--- config.mk ---
export PLATFORM = sky130hd
export DESIGN_NAME = ugcb_div
export DESIGN_NICKNAME = d
export VERILOG_FILES = /design/src/hw/rtl/ugcb_pkg.sv /design/src/hw/rtl/ugcb_div.sv
export SDC_FILE = /design/constraint.sdc
export NUM_CORES = 1
export LEC_CHECK = 0
export BUFFER_PORTS_ARGS = -buffer_cell sky130_fd_sc_hd__buf_2
export CAP_MARGIN = 20
export CORE_MARGIN = 1.5
export CORE_UTILIZATION = 25
export CTS_CLUSTER_SIZE = 8
export DETAILED_ROUTE_END_ITERATION = 6
export SLEW_MARGIN = 20
export SYNTH_ARGS = -nofsm -noshare
export SYNTH_HDL_FRONTEND = slang
export SYNTH_SLANG_ARGS = --single-unit
--- constraint.sdc ---
create_clock -name clk_i -period 2.7 [get_ports clk_i]
set_clock_uncertainty 0.1 [all_clocks]
set_input_delay 0.135 -clock clk_i [delete_from_list [all_inputs] [get_ports clk_i]]
set_output_delay 0.135 -clock clk_i [all_outputs]
set_load 0.02 [all_outputs]
--- src/hw/rtl/ugcb_pkg.sv ---
// Package for the uniform grid broad phase: payload structs, request and
// register codes, divider result type. No dependencies.
`timescale 1ns / 1ps
package ugcb_pkg;

  localparam int unsigned DVW = 20;  // signed dividend width of the shared divider

  localparam logic [1:0] REQ_ADD     = 2'd0;
  localparam logic [1:0] REQ_SEARCH  = 2'd1;
  localparam logic [1:0] REQ_CLEAR   = 2'd2;
  localparam logic [1:0] REQ_UNKNOWN = 2'd3;

  localparam logic [2:0] CFG_FIELD_W = 3'd0;
  localparam logic [2:0] CFG_FIELD_H = 3'd1;
  localparam logic [2:0] CFG_SPAN_X  = 3'd2;
  localparam logic [2:0] CFG_SPAN_Y  = 3'd3;
  localparam logic [2:0] CFG_NONE    = 3'd5;  // not a register

  typedef struct packed {
    logic [1:0]         req_type;
    logic [5:0]         obj_key;
    logic signed [15:0] center_x;
    logic signed [15:0] center_y;
    logic [14:0]        box_w;
    logic [14:0]        box_h;
    logic               exact_check;
  } in_t;

  typedef struct packed {
    logic [5:0] found_key;
    logic       found_valid;
    logic [6:0] hit_count;
    logic       overflow;
    logic       last;
  } out_t;

  typedef struct packed {
    logic [5:0]         key;
    logic signed [15:0] cx;
    logic signed [15:0] cy;
    logic [14:0]        w;
    logic [14:0]        h;
  } entry_t;

  typedef struct packed {
    logic signed [DVW-1:0] q_trunc;
    logic signed [DVW-1:0] q_floor;
    logic [14:0]           r_floor;
  } div_res_t;

endpackage

--- src/hw/rtl/ugcb_div.sv ---
// Shared radix-2 restoring divider: signed dividend by unsigned 15-bit divisor.
// Gives truncating and flooring quotients plus floor remainder. Uses ugcb_pkg.
`timescale 1ns / 1ps
module ugcb_div import ugcb_pkg::*; (
  input  logic                  clk_i,
  input  logic                  rst_ni,
  input  logic                  start_i,
  input  logic signed [DVW-1:0] dividend_i,
  input  logic [14:0]           divisor_i,
  output logic                  done_o,
  output div_res_t              res_o
);

  localparam int unsigned CW = $clog2(DVW + 1);

  logic              busy_q, done_q, neg_q;
  logic [CW-1:0]     cnt_q;
  logic [14:0]       rem_q, dvs_q;
  logic [DVW-1:0]    quo_q;
  logic [15:0]       sh;
  logic              fits;
  logic signed [DVW-1:0] qt;
  logic              adj;

  assign sh   = {rem_q, quo_q[DVW-1]};
  assign fits = sh >= {1'b0, dvs_q};

  always_ff @(posedge clk_i or negedge rst_ni) begin
    if (!rst_ni) begin
      busy_q <= 1'b0;
      done_q <= 1'b0;
      cnt_q  <= '0;
    end else begin
      done_q <= busy_q && !start_i && (cnt_q == CW'(1));
      if (start_i) begin
        busy_q <= 1'b1;
        cnt_q  <= CW'(DVW);
      end else if (busy_q) begin
        cnt_q <= cnt_q - 1'b1;
        if (cnt_q == CW'(1)) begin
          busy_q <= 1'b0;
        end
      end
    end
  end

  always_ff @(posedge clk_i) begin
    if (start_i) begin
      neg_q <= dividend_i[DVW-1];
      quo_q <= dividend_i[DVW-1] ? DVW'(-dividend_i) : dividend_i;
      rem_q <= '0;
      dvs_q <= divisor_i;
    end else if (busy_q) begin
      rem_q <= fits ? 15'(sh - {1'b0, dvs_q}) : sh[14:0];
      quo_q <= {quo_q[DVW-2:0], fits};
    end
  end

  assign qt  = neg_q ? -$signed(quo_q) : $signed(quo_q);
  assign adj = neg_q && (rem_q != '0);

  assign done_o        = done_q;
  assign res_o.q_trunc = qt;
  assign res_o.q_floor = adj ? qt - 1'b1 : qt;
  assign res_o.r_floor = adj ? dvs_q - rem_q : rem_q;

endmodule

* Word level (Yosys, flattened, before mapping)
Index checks and enable logic that the tools add are counted.
Word-level totals: logic and storage cells 33, bits in registers 58, output and inout port bits 56, input bits 38
Cells by class: add/sub/neg operators 6, equality and inequality tests 1, muxes and demuxes 12, reduce and logical (&&, ||, !) cells 6, order comparisons 1
Operator list (count):
- $mux W20 | 5
- $neg A20 Y20 | 2
- $mux W15 | 2
- $sub A15 B15 Y15 | 2
- $sub A20 B1 Y20 const B | 1
- $ge A16 B15 Y1 | 1
- $reduce_bool A15 Y1 | 1
- $mux W5 | 2
- $eq A5 B1 Y1 const B | 1
- $sub A5 B1 Y5 const B | 1
- $logic_and A1 B1 Y1 | 3
- $mux W1 | 3
- $reduce_bool A2 Y1 | 1
- $logic_not A1 Y1 | 1

* Logic depth before layout (Yosys ltp)
Gate-level depths: netlist of the first run.
depth after elaboration 4, mapped depth 11, mapped depth without buffers 10

* Least setup slack after synthesis of the first run
OpenSTA, ideal clock, no wires.
kind register to output, from reg quo_q[0], to out res_o[33] in the netlist's numbering, cell stages (with the launch flop) 12, path slack -377 ps, required time 2465 ps, arrival 2842 ps, path buffers 2, cell sequence edfxtp_1 > buf_2 > inv_1 > ha_1 > buf_2 > nor3b_1 > o211ai_1 > or4_1 > nor2b_1 > nand2_1 > nor4_2 > xor2_1
RTL lines:
- start: declaration | RTL line ugcb_div.sv:19 | logic [DVW-1:0] quo_q;
- start signal: assignment | RTL line ugcb_div.sv:50 | quo_q <= dividend_i[DVW-1] ? DVW'(-dividend_i) : dividend_i;
- start signal: assignment | RTL line ugcb_div.sv:55 | quo_q <= {quo_q[DVW-2:0], fits};
- end: declaration | RTL line ugcb_div.sv:11 | output div_res_t res_o

==> results of run 1 <==
==> routing by layer <==
layer  vias up  routed length (microns)
li1       2813                        -
met1      2566                     7858
met2       151                     7835
met3        25                     1040
met4         2                      280
met5         -                       13
==> logic make-up (layout without fill, tap and decap cells) <==
kind of cell | count (synthesis) | in the layout
adder cells (fa/ha/maj) | 35 | 35
XOR/XNOR | 74 | 74
multiplexers | 10 | 10
flip-flops | 58 | 58
AND/OR/NAND/NOR | 214 | 214
buffers and inverters | 86 | 311
AO/OA/AOI/OAI | 177 | 177
==> state kept, by name, indices dropped and copies added, names as in the netlist <==
signal  cells
cnt_q       5
rem_q      15
quo_q      20
done_o      1
neg_q       1
dvs_q      15
busy_q      1
==> worst max-delay path by stage <==
stage	startpoint	to	slack, ns
finish	quo_q[9]	res_o[33]	-0.43
global route	quo_q[0]	res_o[34]	-0.54
global placement	dvs_q[9]	rem_q[13]	-0.16
CTS	quo_q[0]	res_o[34]	-0.38
floorplan	quo_q[3]	res_o[33]	-0.13
detailed placement	quo_q[3]	res_o[33]	-0.16
==> power by group through the flow <==
| stage | Combinational [mW] | Sequential, mW | Clock (mW) |
|---|---|---|---|
| 3_3_place_gp | 1.52 | 1.11 | 0 |
| 6_report | 1.85 | 1.11 | 1.12 |
| 2_1_floorplan | 0.963 | 1.10 | 0 |
| 3_5_place_dp | 1.53 | 1.12 | 0 |
| 4_1_cts | 1.68 | 1.10 | 1.14 |
| 5_1_grt | 2.00 | 1.12 | 1.17 |
==> stage by stage <==
stage / util, % / cell area, sq um / instances
after global placement: 33.36 / 7013 / 1095
after detailed placement: 33.36 / 7013 / 1095
after global routing: 40.08 / 8424 / 1154
after CTS: 37.49 / 7881 / 1138
final: 40.08 / 8424 / 1154
after floorplan: - / 5525 / 654
==> timing repair <==
action | in CTS | in global routing
endpoints found under the setup margin | 45 | 45
gates resized for setup | 81 | 98
hold endpoints to repair | 22 | 0
hold buffers | 16 | 0
pin swaps | 37 | 31
buffers inserted | 11 | 17
==> cells in the final DEF (no fill, tap or decap), drive strengths merged, types with 9 or more instances in the layout <==
cell type	netlist	routed
xnor2	34	34
inv	52	52
nor2b	9	9
nor4	16	16
nor3	19	19
nor2	58	58
xor2	40	40
edfxtp	36	36
a21o	14	14
dlygate4sd3	0	16
mux2i	9	9
ha	33	33
nand2	50	50
nand3	15	15
clkbuf	20	10
dfxtp	15	15
o21ai	45	45
o31ai	16	16
nand2b	12	12
buf	13	226
a21oi	40	40
==> worst max-delay path: stages, from the launching register on <==
cell,delay (ns)
edfxtp_1,0.37
or3_1,0.48
nor4b_4,0.36
a31oi_2,0.16
a31o_1,0.27
or3_4,0.39
nor4_4,0.21
xor2_2,0.16
buf_4,0.16
==> area by class of cell <==
class                      instances  area share, %
inverter                          53          2.362
timing repair buffer             242          21.45
sequential                        58          18.64
clock inverter                     6         0.6832
multi-input combinational        510          50.07
tap                              275          4.084
clock buffer                      10          2.718
==> impl_metrics.json, run 1 <==
{
  "cp-start-kind": "flop",
  "die_area_sq_um": 22380,
  "cts-buffers-inserted": 9,
  "syn-num-nets": 727,
  "cts_max_level": 3,
  "io_buffers": 93,
  "reg2reg_to": "rem_q[1]",
  "p_per_area_nw_per_um2": 483.0,
  "drt.antenna.violating_nets": 0,
  "synthFlopType": "edfxtp_1",
  "fp.dieH_microns": 149.6,
  "p_comb_share_pct": 45.4,
  "synth_mux_area_share_pct": 1.886,
  "gr-total-overflow": 0,
  "cap_violations": 0,
  "cts_tree": "yes",
  "clockBufferDepth": 2,
  "drive_gt1_share_pct": 40.39,
  "worst-r2r-setup-slack_ns": -0.03,
  "synth_edf_count": 36,
  "grt_antenna_before_repair": 1,
  "seqPwrFrac_pct": 27.2,
  "hold_path_class": "in2async",
  "leakage_nw": 3.577,
  "fin_nets": 947,
  "synth_cell_types": 67,
  "core_area_sq_um": 21020,
  "synth_area_leader_cell": "edfxtp_1",
  "clk_pin_slew_ns": 0.05,
  "syn_avg_cell_area_sq_um": 8.217,
  "clock.fmax_mhz": 319.8,
  "num_io_pins": 94,
  "grt_pass1_wl_mm": 26.19,
  "track_usage_pct": 14.65,
  "crit_arrival_ns": 2.89,
  "relSlewSlack_pct": 61.94,
  "setup_slack_ns": -0.4271,
  "worst_pin_slew_ns": 0.5657,
  "cts.sinks": 58,
  "synthXorXnorAreaFrac_pct": 12.20,
  "dp_hpwl_mm": 12.62,
  "slew_violations": 0,
  "path_class": "reg2out",
  "die_width_microns": 149.6,
  "internal_power_mw": 2.583,
  "postSynthCellCount": 654,
  "rsz0062_at_grt": "true",
  "fill_cells": 2033,
  "ys_top_cells_by_area": "edfxtp_1 20%, ha_1 7.7%, xor2_1 6.5%",
  "syn_to_final_growth_pct": 56.76,
  "drt_iter0_markers": 399,
  "violations": "negative setup slack",
  "yosysMostFrequentCell": "nor2_1",
  "end_kind": "output port",
  "cp_data_required_time_ns": 2.47,
  "synth_top_area_share_pct": 20.12,
  "worst-path-max-fanout": 4,
  "p_switching_mw": 1.485,
  "hold_ws_ns": 0.07369,
  "multi_input_area_sq_um": 4218,
  "finalHoldViolCount": 0,
  "place_ws_ns": -0.1615,
  "clockPowerShare_pct": 27.4,
  "ys_top_cells_by_count": "58 x nor2_1, 52 x inv_1, 50 x nand2_1",
  "ys_async_sr_fraction_pct": 12.07,
  "setup_viol": 20,
  "avgViaCountPerCell": 4.815,
  "vias": 5557,
  "finalCritPeriodShare_pct": 115.8,
  "diodes": 0,
  "ys_warn_count": 0,
  "synth-seq-cells": 58,
  "p_total_mw": 4.069,
  "clock-root-buffer": "clkbuf_16",
  "ys_seq_area_share_pct": 28.96,
  "vdd_drop_max_mv": 0.2700,
  "wl_per_cell_microns": 14.76,
  "first_pass_iters": 4,
  "wl_mm": 17.03,
  "register_area_sq_um": 1570,
  "use_met3_pct": 2.622,
  "r2r_start": "dvs_q[0]",
  "drc": 0,
  "netlist_area_sq_um": 5374,
  "gp_congestion": 0.8563,
  "use_met2_pct": 22.72,
  "status": "complete, but fails checks",
  "grt_start_max_net_pins": 62,
  "grt.busiest_layer": "met2",
  "synthSimpleGateAreaFrac_pct": 20.91,
  "synth_top_family_by_area": "compound AO/OA/AOI/OAI gates",
  "fin_crit_ns": 3.127,
  "synthAdderAreaFrac_pct": 8.428,
  "clk_latency_ns": 0.33,
  "floorplan.rows": 53,
  "initial_core_util_pct": 25.56,
  "tns_ns": -3.352,
  "grt_pass1_vias": 5187,
  "switching_share_pct": 36.51,
  "synth_compound_area_share_pct": 21.30,
  "reg2reg_depth": 11,
  "met1_usage_pct": 20.76
}
No activity file was read; power rests on OpenSTA's default activity.
==> run 2, diff against run 1 <==
- clock period: 2.7 -> 3.2 ns (I/O delays scaled with it)
==> impl_metrics.json, run 2 (synthesis gave the netlist of run 1 again) <==
{
  "relSlewSlack_pct": 52.75,
  "grt_pass1_wl_mm": 24.44,
  "cp_slowest_stage_delay_ns": 0.44,
  "track_usage_pct": 13.66,
  "wl_mm": 15.84,
  "worst-path-max-fanout": 4,
  "clk_latency_ns": 0.33,
  "cpMostUsedCell": "or3_4",
  "io_buffers": 93,
  "post-route-cell-area_sq_um": 6903,
  "p_per_area_nw_per_um2": 457.9,
  "top_register": "quo_q",
  "cp-start-kind": "flop",
  "setup_viol": 0,
  "fin_nets": 848,
  "worst-r2r-setup-slack_ns": 0.23,
  "grt_start_max_net_pins": 31,
  "largest_register_ffs": 20,
  "slew_violations": 0,
  "finalHoldViolCount": 0,
  "reg2reg_to": "rem_q[1]",
  "clockBufferDepth": 2,
  "wl_per_cell_microns": 15.00,
  "rsz0062_at_grt": "true",
  "worst_pin_slew_ns": 0.7087,
  "grt_antenna_before_repair": 1,
  "drc": 0,
  "leakage_nw": 2.870,
  "final_common_cell": "buf_2",
  "num_io_pins": 94,
  "layout_common_cells": "91 x buf_2, 58 x nor2_1, 52 x inv_1",
  "fin_util_pct": 32.84,
  "place_area_sq_um": 6254,
  "first_pass_iters": 5,
  "floorplan.rows": 53,
  "cp_data_required_time_ns": 2.94,
  "vias": 5228,
  "gr-total-overflow": 0,
  "die_width_microns": 149.6,
  "reg.largest.list": "quo_q x20, dvs_q x15, rem_q x15",
  "core_area_sq_um": 21020,
  "syn_to_final_growth_pct": 28.45,
  "end_kind": "output port",
  "avgViaCountPerCell": 4.951,
  "fill_cells": 2200,
  "dp.cells": 1017,
  "crit_arrival_ns": 2.92,
  "dp_hpwl_mm": 12.20,
  "initial_core_util_pct": 25.56,
  "cts.sinks": 58,
  "register_area_sq_um": 1558,
  "clk_pin_slew_ns": 0.06,
  "slowest_stage": "edfxtp_1",
  "fin_crit_ns": 3.176,
  "multi_input_area_sq_um": 3595,
  "vdd_drop_max_mv": 0.2307,
  "r2r_start": "rem_q[8]",
  "drt_iter0_markers": 297,
  "cts_max_level": 3,
  "status": "finished, final reports clean",
  "path_class": "reg2out",
  "reg2reg_depth": 9,
  "fin_cells": 1056,
  "drive_gt1_share_pct": 22.56,
  "fp.dieH_microns": 149.6,
  "drt.antenna.violating_nets": 0,
  "finalCritPeriodShare_pct": 99.24,
  "cts_tree": "yes",
  "clock-root-buffer": "clkbuf_16",
  "die_area_sq_um": 22380,
  "clock.fmax_mhz": 314.9,
  "cts-buffers-inserted": 9,
  "gp_congestion": 0.8792,
  "cap_violations": 0,
  "crit_chain": "or3_4 -> nor4b_4 -> a31oi_2 -> a31o_1 -> or3_4 -> nor4_4 -> xor2_1 -> buf_4",
  "grt_pass1_vias": 4819,
  "hold_path_class": "in2async"
}
run 2: changes by cell type in the layout (fill, tap and decap cells not counted), moves of 6 or more:
cell,previous run,this run
buf_6,28,0
xor2_2,6,0
dfxtp_1,8,14
ha_1,22,32
xor2_1,33,40
xnor2_1,27,33
o21ai_0,35,43
a21oi_1,33,40
buf_2,72,91
buf_4,124,36
ha_4,8,1
run 2: what timing repair did:
action	4_1_cts	5_1_grt
pin swaps	0	8
resized for setup	6	22
setup endpoints to repair	11	14
hold buffers	16	0
buffers inserted	1	5
gates cloned	0	0
endpoints found under the hold margin	22	0
run 2: routing by layer:
layer	vias to the layer above	track usage [%]	share of wire, %
li1	2608	-	-
met1	2486	18.46	47
met2	116	22.05	46
met3	18	2.470	5.0
met4	0	4.109	1.5
met5	-	0	0
run 2: cell type report:
| class | count | share of cell area, % |
|---|---|---|
| clock buffer | 9 | 3.263 |
| inverter | 53 | 2.882 |
| clock inverter | 7 | 1.359 |
| tap | 275 | 4.985 |
| multi-input combinational | 510 | 52.08 |
| sequential | 58 | 22.57 |
| antenna | 1 | 0.03625 |
| timing repair buffer | 143 | 12.83 |
run 2: power breakdown:
part	internal, mW	switching [mW]
Combinational	0.460	0.718
Sequential	0.872	0.0697
Clock	0.679	0.362
Total	2.01	1.15
run 2: worst max-delay path by stage:
stage / startpoint / to / slack (ns)
after floorplan: quo_q[0] / res_o[33] / 0.1
after global placement: quo_q[1] / res_o[34] / 0.27
after detailed placement: dvs_q[9] / rem_q[1] / 0.18
after CTS: quo_q[3] / res_o[34] / -0.04
after global routing: quo_q[9] / res_o[34] / -0.09
final: quo_q[8] / res_o[34] / 0.02
run 2: per-stage QoR:
stage | hold WS [ns] | setup WS [ns] | total power [mW] | TNS, ns
final | 0.1110 | 0.02443 | 3.160 | 0
after global routing | 0.1430 | -0.08610 | 3.327 | -0.2413
after CTS | 0.1106 | -0.04191 | 3.145 | -0.04191
after detailed placement | -0.08953 | 0.1771 | 2.071 | 0
after global placement | -0.09509 | 0.2698 | 2.065 | 0
after floorplan | -0.2356 | 0.09814 | 1.704 | 0
run 2: worst max-delay path, delay by kind of cell (launching register included):
kind,cells,cell delay [ns]
compound gates,2,0.41
xor+xnor,1,0.17
buf+inv,1,0.16
flops,1,0.44
simple gates,4,1.41
